File: src/lcs_pkg.sv
// Package of the cache set controller: sizes, codes and the cell-chain types.
// No dependencies; imported by the interfaces, the cells and the top level.
package lcs_pkg;

  localparam int WAYS      = 8;
  localparam int TAG_BITS  = 20;
  localparam int WAY_W     = (WAYS > 1) ? $clog2(WAYS) : 1;
  localparam int CNT_W     = $clog2(WAYS + 1);
  localparam int IN_TAG_W  = 20;
  localparam int OUTCOME_W = 2;
  localparam int OUT_WAY_W = 3;
  localparam int OUT_CNT_W = 4;

  localparam logic OP_READ  = 1'b0;
  localparam logic OP_WRITE = 1'b1;

  typedef enum logic [OUTCOME_W-1:0] {
    OUT_HIT        = 2'd0,
    OUT_MISS_CLEAN = 2'd1,
    OUT_MISS_DIRTY = 2'd2
  } outcome_t;

  // Carry handed from one way cell to the next
  typedef struct packed {
    logic             hit;
    logic [WAY_W-1:0] hit_way;
    logic [WAY_W-1:0] hit_rank;
    logic             hit_dirty;
    logic             free;
    logic [WAY_W-1:0] free_way;
    logic [WAY_W-1:0] free_rank;
    logic             old_seen;
    logic [WAY_W-1:0] old_way;
    logic [WAY_W-1:0] old_rank;
    logic             old_dirty;
  } lcs_chain_t;

  // Lookup tag and update command broadcast to every cell
  typedef struct packed {
    logic                tag_en;
    logic [TAG_BITS-1:0] tag;
    logic                en;
    logic                hit;
    logic                write;
    logic [WAY_W-1:0]    way;
    logic [WAY_W-1:0]    rank;
  } lcs_upd_t;

endpackage

File: src/lcs_in_if.sv
// Access channel of the cache set controller: valid, ready and the item.
// Depends on lcs_pkg.
interface lcs_in_if import lcs_pkg::*; ();
  logic                valid;
  logic                ready;
  logic                operation;
  logic [IN_TAG_W-1:0] tag;

  modport source (output valid, operation, tag, input ready);
  modport sink (input valid, operation, tag, output ready);
endinterface

File: src/lcs_out_if.sv
// Result channel of the cache set controller: valid, ready and the item.
// Depends on lcs_pkg.
interface lcs_out_if import lcs_pkg::*; ();
  logic                 valid;
  logic                 ready;
  logic [OUTCOME_W-1:0] outcome;
  logic [OUT_WAY_W-1:0] way;
  logic [OUT_CNT_W-1:0] dirty_count;

  modport source (output valid, outcome, way, dirty_count, input ready);
  modport sink (input valid, outcome, way, dirty_count, output ready);
endinterface

File: src/lcs_way_cell.sv
// One way of the set: tag, valid, dirty and recency rank, plus its link in
// the lookup chain. Depends on lcs_pkg.
module lcs_way_cell import lcs_pkg::*; (
  input  logic             clk,
  input  logic             rst,
  input  logic [WAY_W-1:0] idx,
  input  lcs_upd_t         upd,
  input  lcs_chain_t       chain_in,
  output lcs_chain_t       chain_out
);

  logic [TAG_BITS-1:0] tag;
  logic                valid;
  logic                dirty;
  logic [WAY_W-1:0]    rank;
  logic                match;

  assign match = upd.tag_en && valid && (tag == upd.tag);

  // Pass the carry on, claiming the first hit, the first free way and the oldest way
  always_comb begin
    chain_out = chain_in;
    if (!chain_in.hit && match) begin
      chain_out.hit       = 1'b1;
      chain_out.hit_way   = idx;
      chain_out.hit_rank  = rank;
      chain_out.hit_dirty = dirty;
    end
    if (!chain_in.free && !valid) begin
      chain_out.free      = 1'b1;
      chain_out.free_way  = idx;
      chain_out.free_rank = rank;
    end
    if (!chain_in.old_seen || (rank > chain_in.old_rank)) begin
      chain_out.old_seen  = 1'b1;
      chain_out.old_way   = idx;
      chain_out.old_rank  = rank;
      chain_out.old_dirty = dirty;
    end
  end

  // Fill or touch the chosen way; age every way more recent than it
  always_ff @(posedge clk) begin
    if (rst) begin
      valid <= 1'b0;
      dirty <= 1'b0;
      rank  <= idx;
    end else if (upd.en) begin
      if (upd.way == idx) begin
        rank <= '0;
        if (upd.hit) begin
          dirty <= dirty | upd.write;
        end else begin
          tag   <= upd.tag;
          valid <= 1'b1;
          dirty <= upd.write;
        end
      end else if (rank < upd.rank) begin
        rank <= rank + 1'b1;
      end
    end
  end

endmodule

File: src/lru_cache_set_controller.sv
// Top level of the cache set controller: item register, way cell chain,
// result register. Depends on lcs_pkg, lcs_in_if, lcs_out_if, lcs_way_cell.
//
//   channel  | dir | fields                         | handshake
//   access   | in  | operation, tag                 | valid/ready
//   result   | out | outcome, way, dirty_count      | valid/ready
//
// Each item is captured in the item register; once the result register is
// free, the way cell chain resolves hit, free way and LRU victim and every
// cell updates. Reset (synchronous) clears valid and dirty bits and sets
// each rank to its way index; stored tags are not cleared.
// A stalled result holds; one more item is captured meanwhile, after which
// access.ready stays low until the result is taken.
module lru_cache_set_controller import lcs_pkg::*; (
  input logic     clk,
  input logic     rst,
  lcs_in_if.sink  access,
  lcs_out_if.source result
);

  logic                busy;
  logic                item_op;
  logic [TAG_BITS-1:0] item_tag;
  logic [CNT_W-1:0]    cnt;
  logic [CNT_W-1:0]    cnt_next;
  logic                fire;
  lcs_chain_t          chain [WAYS+1];
  lcs_chain_t          last;
  lcs_upd_t            upd;
  logic [WAY_W-1:0]    sel_way;
  logic [WAY_W-1:0]    sel_rank;
  logic                sel_dirty;
  logic                new_dirty;
  outcome_t            outcome;

  assign access.ready = !busy;
  assign fire         = busy && (!result.valid || result.ready);

  // Build the way cell chain
  assign chain[0] = '0;
  for (genvar i = 0; i < WAYS; i++) begin : g_way
    lcs_way_cell u_cell (
      .clk       (clk),
      .rst       (rst),
      .idx       (WAY_W'(i)),
      .upd       (upd),
      .chain_in  (chain[i]),
      .chain_out (chain[i+1])
    );
  end
  assign last = chain[WAYS];

  // Pick the way: hit, else first free, else least recent
  always_comb begin
    new_dirty = (item_op == OP_WRITE);
    if (last.hit) begin
      sel_way   = last.hit_way;
      sel_rank  = last.hit_rank;
      sel_dirty = last.hit_dirty;
      new_dirty = last.hit_dirty | (item_op == OP_WRITE);
      outcome   = OUT_HIT;
    end else if (last.free) begin
      sel_way   = last.free_way;
      sel_rank  = last.free_rank;
      sel_dirty = 1'b0;
      outcome   = OUT_MISS_CLEAN;
    end else begin
      sel_way   = last.old_way;
      sel_rank  = last.old_rank;
      sel_dirty = last.old_dirty;
      outcome   = last.old_dirty ? OUT_MISS_DIRTY : OUT_MISS_CLEAN;
    end
    cnt_next = cnt - CNT_W'(sel_dirty) + CNT_W'(new_dirty);
  end

  // Broadcast lookup tag and update command
  always_comb begin
    upd.tag_en = busy;
    upd.tag    = item_tag;
    upd.en     = fire;
    upd.hit    = last.hit;
    upd.write  = (item_op == OP_WRITE);
    upd.way    = sel_way;
    upd.rank   = sel_rank;
  end

  // Capture the item, hold the dirty count, drive the result register
  always_ff @(posedge clk) begin
    if (rst) begin
      busy         <= 1'b0;
      cnt          <= '0;
      result.valid <= 1'b0;
    end else begin
      if (access.valid && access.ready) begin
        busy     <= 1'b1;
        item_op  <= access.operation;
        item_tag <= TAG_BITS'(access.tag);
      end else if (fire) begin
        busy <= 1'b0;
      end
      if (fire) begin
        cnt                <= cnt_next;
        result.valid       <= 1'b1;
        result.outcome     <= outcome;
        result.way         <= OUT_WAY_W'(sel_way);
        result.dirty_count <= OUT_CNT_W'(cnt_next);
      end else if (result.ready) begin
        result.valid <= 1'b0;
      end
    end
  end

endmodule

File: src/flat_wrapper.sv
// flat-port wrapper written by rule: the top's interface ports become plain ports
module lru_cache_set_controller_flat import lcs_pkg::*;
  (clk, rst, access_valid, access_operation, access_tag, access_ready, result_valid, result_outcome, result_way, result_dirty_count, result_ready);
  lcs_in_if access_i ();
  lcs_out_if result_i ();
  input logic clk;
  input logic rst;
  input wire logic [$bits(access_i.valid)-1:0] access_valid;
  input wire logic [$bits(access_i.operation)-1:0] access_operation;
  input wire logic [$bits(access_i.tag)-1:0] access_tag;
  output wire logic [$bits(access_i.ready)-1:0] access_ready;
  output wire logic [$bits(result_i.valid)-1:0] result_valid;
  output wire logic [$bits(result_i.outcome)-1:0] result_outcome;
  output wire logic [$bits(result_i.way)-1:0] result_way;
  output wire logic [$bits(result_i.dirty_count)-1:0] result_dirty_count;
  input wire logic [$bits(result_i.ready)-1:0] result_ready;
  assign access_i.valid = access_valid;
  assign access_i.operation = access_operation;
  assign access_i.tag = access_tag;
  assign access_ready = access_i.ready;
  assign result_valid = result_i.valid;
  assign result_outcome = result_i.outcome;
  assign result_way = result_i.way;
  assign result_dirty_count = result_i.dirty_count;
  assign result_i.ready = result_ready;
  lru_cache_set_controller u_core (.clk(clk), .rst(rst), .access(access_i), .result(result_i));
endmodule
File: config.mk
export PLATFORM = sky130hd
export DESIGN_NAME = lru_cache_set_controller_flat
export DESIGN_NICKNAME = d
export VERILOG_FILES = /design/src/lcs_pkg.sv /design/src/lcs_in_if.sv /design/src/lcs_out_if.sv /design/src/lcs_way_cell.sv /design/src/lru_cache_set_controller.sv /design/src/flat_wrapper.sv
export SDC_FILE = /design/constraint.sdc
export NUM_CORES = 1
export LEC_CHECK = 0
export ABC_CLOCK_PERIOD_IN_PS = 10400
export BUFFER_PORTS_ARGS = -buffer_cell sky130_fd_sc_hd__buf_2
export CAP_MARGIN = 20
export CORE_ASPECT_RATIO = 0.75
export CORE_UTILIZATION = 45
export CTS_CLUSTER_DIAMETER = 120
export DETAILED_ROUTE_END_ITERATION = 12
export GPL_ROUTABILITY_DRIVEN = 0
export GPL_TIMING_DRIVEN = 0
export REMOVE_ABC_BUFFERS = 1
export SLEW_MARGIN = 0
export SYNTH_ARGS = -nofsm -noshare
export SYNTH_HDL_FRONTEND = slang
export SYNTH_SLANG_ARGS = --single-unit
File: constraint.sdc
create_clock -name clk -period 10.4 [get_ports clk]
set_clock_uncertainty 0.1 [all_clocks]
set_input_delay 2.08 -clock clk [delete_from_list [all_inputs] [get_ports clk]]
set_output_delay 2.08 -clock clk [all_outputs]
set_load 0.02 [all_outputs]
==> impl_metrics.xml <==
<?xml version="1.0" encoding="UTF-8"?>
<metrics>
  <group name="floorplanning">
    <metric name="core_area" unit="sq um">27100</metric>
    <metric name="design.die.area" unit="sq um">28500</metric>
    <metric name="io_pins" unit="">36</metric>
    <metric name="die_h" unit="microns">146</metric>
    <metric name="starting_utilization_of_the_core_area" unit="">0.461</metric>
    <metric name="placement_rows" unit="">52</metric>
    <metric name="fp.dieW" unit="microns">195</metric>
  </group>
  <group name="clock_tree">
    <metric name="clock_tree.htree_level_count" unit="">1</metric>
    <metric name="cts_made_buffers" unit="">25</metric>
    <metric name="numClockSinks" unit="">236</metric>
    <metric name="clock-root-buffer" unit="">sky130_fd_sc_hd__clkbuf_16</metric>
    <metric name="post_cts_hold_buffer_count" unit="">0</metric>
    <metric name="max-clock-path-buffers" unit="">3</metric>
    <metric name="worst_skew_pair.late_latency" unit="ns">0.52</metric>
    <metric name="cts_tree" unit="">built</metric>
    <metric name="worst_setup_hold_path_clk_slew" unit="ns">0.06</metric>
  </group>
  <group name="sta">
    <metric name="worst_hold_slack" unit="ns">0.364</metric>
    <metric name="maxClockFrequency" unit="GHz">0.0999</metric>
    <metric name="finalCriticalPeriod" unit="ns">10.01</metric>
    <metric name="finalHoldViolations" unit="">0</metric>
    <metric name="worst_pin_slew" unit="ns">1.16</metric>
    <metric name="timing.final.ws_setup" unit="ns">0.389</metric>
    <metric name="final-max-slew-violation-count" unit="">0</metric>
    <metric name="max_transition_margin" unit="">0.224</metric>
    <metric name="final-setup-viol-count" unit="">0</metric>
    <metric name="fin_tns_setup" unit="ns">0</metric>
    <metric name="final_min_period_over_clock_period" unit="">0.963</metric>
  </group>
  <group name="grt">
    <metric name="maximum_number_of_pins_on_one_net_before_global_route_repair" unit="">39</metric>
    <metric name="grt_first_pass_wirelength" unit="microns">48600</metric>
    <metric name="grt_antenna_before_repair" unit="">0</metric>
    <metric name="globalRouteOverflowTotal" unit="">0</metric>
    <metric name="via_count_of_the_first_global_routing_pass" unit="">8339</metric>
    <metric name="gr-usage-all-layers" unit="">0.222</metric>
  </group>
  <group name="place">
    <metric name="dpl_cell_area" unit="sq um">13100</metric>
    <metric name="place.port_buffers" unit="">35</metric>
    <metric name="place.detailed.instances" unit="">1450</metric>
    <metric name="dpl.hpwl" unit="microns">21400</metric>
    <metric name="dp_slack" unit="ns">-2.71</metric>
  </group>
  <group name="flow_run">
    <metric name="maximum_capacitance_violations" unit="">0</metric>
  </group>
  <group name="synth">
    <metric name="synth_edf_count" unit="">190</metric>
    <metric name="synth_largest_area_cell" unit="">sky130_fd_sc_hd__edfxtp_1</metric>
    <metric name="asyncSetResetFlopFracSynth" unit="">0</metric>
    <metric name="synthTopCellsByArea" unit="">sky130_fd_sc_hd__edfxtp_1, sky130_fd_sc_hd__xor2_1, sky130_fd_sc_hd__dfxtp_1</metric>
    <metric name="avgSynthCellArea" unit="sq um">11.4</metric>
    <metric name="netlist.area_leader.share" unit="">0.456</metric>
    <metric name="synth_area" unit="sq um">12500</metric>
    <metric name="netlist-cell-type-count" unit="">81</metric>
    <metric name="ys_warn_count" unit="">0</metric>
    <metric name="synth_seq_cells" unit="">236</metric>
    <metric name="synth_cells" unit="">1099</metric>
    <metric name="synth_sequential_area_ratio" unit="">0.530</metric>
    <metric name="dominantRegCellSynth" unit="">sky130_fd_sc_hd__edfxtp_1</metric>
  </group>
  <group name="layout">
    <metric name="insertedDiodeCount" unit="">0</metric>
    <metric name="share_of_layout_cells_above_drive_strength_1" unit="">0.158</metric>
    <metric name="layout.cells.non_filler" unit="">1525</metric>
    <metric name="commonest_cells_after_routing_fill_and_taps_aside" unit="">sky130_fd_sc_hd__edfxtp_1, sky130_fd_sc_hd__xor2_1, sky130_fd_sc_hd__nand2_1</metric>
    <metric name="syn2layout_area_growth" unit="%">15.3</metric>
    <metric name="finalInstanceArea" unit="sq um">14400</metric>
    <metric name="num-nets-final" unit="">1231</metric>
    <metric name="mostFrequentLayoutCell" unit="">sky130_fd_sc_hd__edfxtp_1</metric>
    <metric name="fin_util" unit="">0.532</metric>
  </group>
  <group name="routing">
    <metric name="detail_route.wirelength" unit="microns">31700</metric>
    <metric name="route.detailed.drc" unit="">0</metric>
    <metric name="num_vias" unit="">8914</metric>
    <metric name="detail_route.iter0.violations" unit="">856</metric>
    <metric name="wl_per_cell" unit="microns">20.8</metric>
    <metric name="vias_per_cell" unit="">5.85</metric>
    <metric name="drt_pass1_iterations" unit="">5</metric>
    <metric name="route.antenna.remaining_nets" unit="">0</metric>
  </group>
  <group name="critical_path">
    <metric name="crit_required" unit="ns">10.52</metric>
    <metric name="worst-endpoint-arrival" unit="ns">10.13</metric>
    <metric name="startpoint_type" unit="">register</metric>
    <metric name="endpoint_kind" unit="">register</metric>
    <metric name="cp_slowest_cell" unit="">sky130_fd_sc_hd__dfxtp_1</metric>
    <metric name="worst_path_most_repeated_cell" unit="">sky130_fd_sc_hd__ha_1</metric>
    <metric name="path_class" unit="">reg2reg</metric>
    <metric name="critical-path-max-stage-delay" unit="ns">0.47</metric>
    <metric name="path_max_fanout" unit="">13</metric>
  </group>
  <group name="worst_hold_path">
    <metric name="hold_path_class" unit="">reg2reg</metric>
  </group>
  <group name="status">
    <metric name="status" unit="">completed</metric>
  </group>
  <group name="power_and_ir_drop">
    <metric name="pwr_density_cell" unit="nW/um^2">175</metric>
    <metric name="total_switching_power" unit="mW">0.709</metric>
    <metric name="combPwrFrac" unit="">0.214</metric>
    <metric name="switching_share" unit="">0.280</metric>
    <metric name="worst_ir_drop_vdd" unit="mV">0.171</metric>
    <metric name="share_clk_of_total_power" unit="">0.356</metric>
    <metric name="power" unit="mW">2.53</metric>
    <metric name="sequentialPowerShare" unit="">0.431</metric>
    <metric name="total_leakage_power" unit="nW">4.92</metric>
    <metric name="power_report.internal_total" unit="mW">1.82</metric>
  </group>
</metrics>
[final cells by class]
cell class              count  area [sq um]
well taps                 351           439
clock buffers              32           662
repair buffers             77           567
flip-flops and latches    236          6640
clock inverters            13           166
fillers                  2311         12700
multi-input cells         774          5800
inverters                  42           161
[routing by layer]
metal	vias to the layer above	routed length, microns	track usage
met5	-	57	0.0152
met4	2	493	0.0365
met3	43	1940	0.0356
met2	276	13400	0.336
met1	4371	15800	0.336
li1	4222	-	-
[path summary, 6_finish.rpt]
kind,from,to,slack (ns),cells after the start
max reg2reg,u_core.g_way[1].u_cell.rank[2]$_SDFFE_PP0P_,u_core.g_way[4].u_cell.tag[7]$_DFFE_PP_,0.39,41
max,u_core.g_way[1].u_cell.rank[2]$_SDFFE_PP0P_,u_core.g_way[4].u_cell.tag[7]$_DFFE_PP_,0.39,41
min reg2reg,u_core.cnt[0]$_SDFFE_PP0P_,u_core.cnt[0]$_SDFFE_PP0P_,0.36,2
min,u_core.cnt[0]$_SDFFE_PP0P_,u_core.cnt[0]$_SDFFE_PP0P_,0.36,2
[cell usage after synthesis, drive strengths merged (14+ instances only)]
master and count:
ha 49, buf 24, nand3 32, nor4 39
o211ai 14, xor2 106, xnor2 60, nand4 28
edfxtp 190, a21oi 52, nor2 58, dfxtp 46
clkbuf 24, nor3 29, o21ai 32, nand2 80
inv 42
[critical path: cells and delay by family, from the launching register on]
kind / cells / cell delay [ns]
adders and majority gates: 7 / 1.93
DFF: 1 / 0.47
buffers and inverters: 4 / 0.79
AOI/OAI and AO/OA: 11 / 2.40
and+or+nand+nor: 15 / 2.85
muxes: 4 / 1.17
[state kept, by name (all words and copies together) (netlist names)]
| name | flops |
|---|---|
| u_core.busy | 1 |
| u_core.cnt | 4 |
| u_core.g_way.u_cell.dirty | 8 |
| u_core.g_way.u_cell.rank | 24 |
| u_core.g_way.u_cell.tag | 160 |
| u_core.g_way.u_cell.valid | 8 |
| u_core.item_op | 1 |
| u_core.item_tag | 20 |
| u_core.result.dirty_count | 4 |
| u_core.result.outcome | 2 |
| u_core.result.valid | 1 |
| u_core.result.way | 3 |
[repair_timing]
item                                    4_1_cts  5_1_grt
pin swaps                                     9       12
buffers inserted                             14       14
resized for setup                            34       28
gates cloned                                  0        1
endpoints found under the setup margin      211      206
[cell families (layout without fill, tap and decap cells)]
logic type | Yosys count | count (layout) | share of synthesized area
AOI/OAI and AO/OA | 193 | 194 | 0.111
DFF | 236 | 236 | 0.530
buffers and inverters | 90 | 164 | 0.0304
muxes | 13 | 13 | 0.0107
adders and majority gates | 50 | 50 | 0.0506
and+or+nand+nor | 351 | 351 | 0.151
xor gates and xnor gates | 166 | 166 | 0.116
[power by group through the flow]
stage	Combinational (mW)	Clock [mW]	Sequential [mW]
2_1_floorplan	0.317	0	1.09
3_3_place_gp	0.404	0	1.11
3_5_place_dp	0.418	0	1.11
4_1_cts	0.474	0.919	1.09
5_1_grt	0.598	0.955	1.09
6_report	0.540	0.900	1.09
Note: power is estimated with default switching activity, not from simulation.
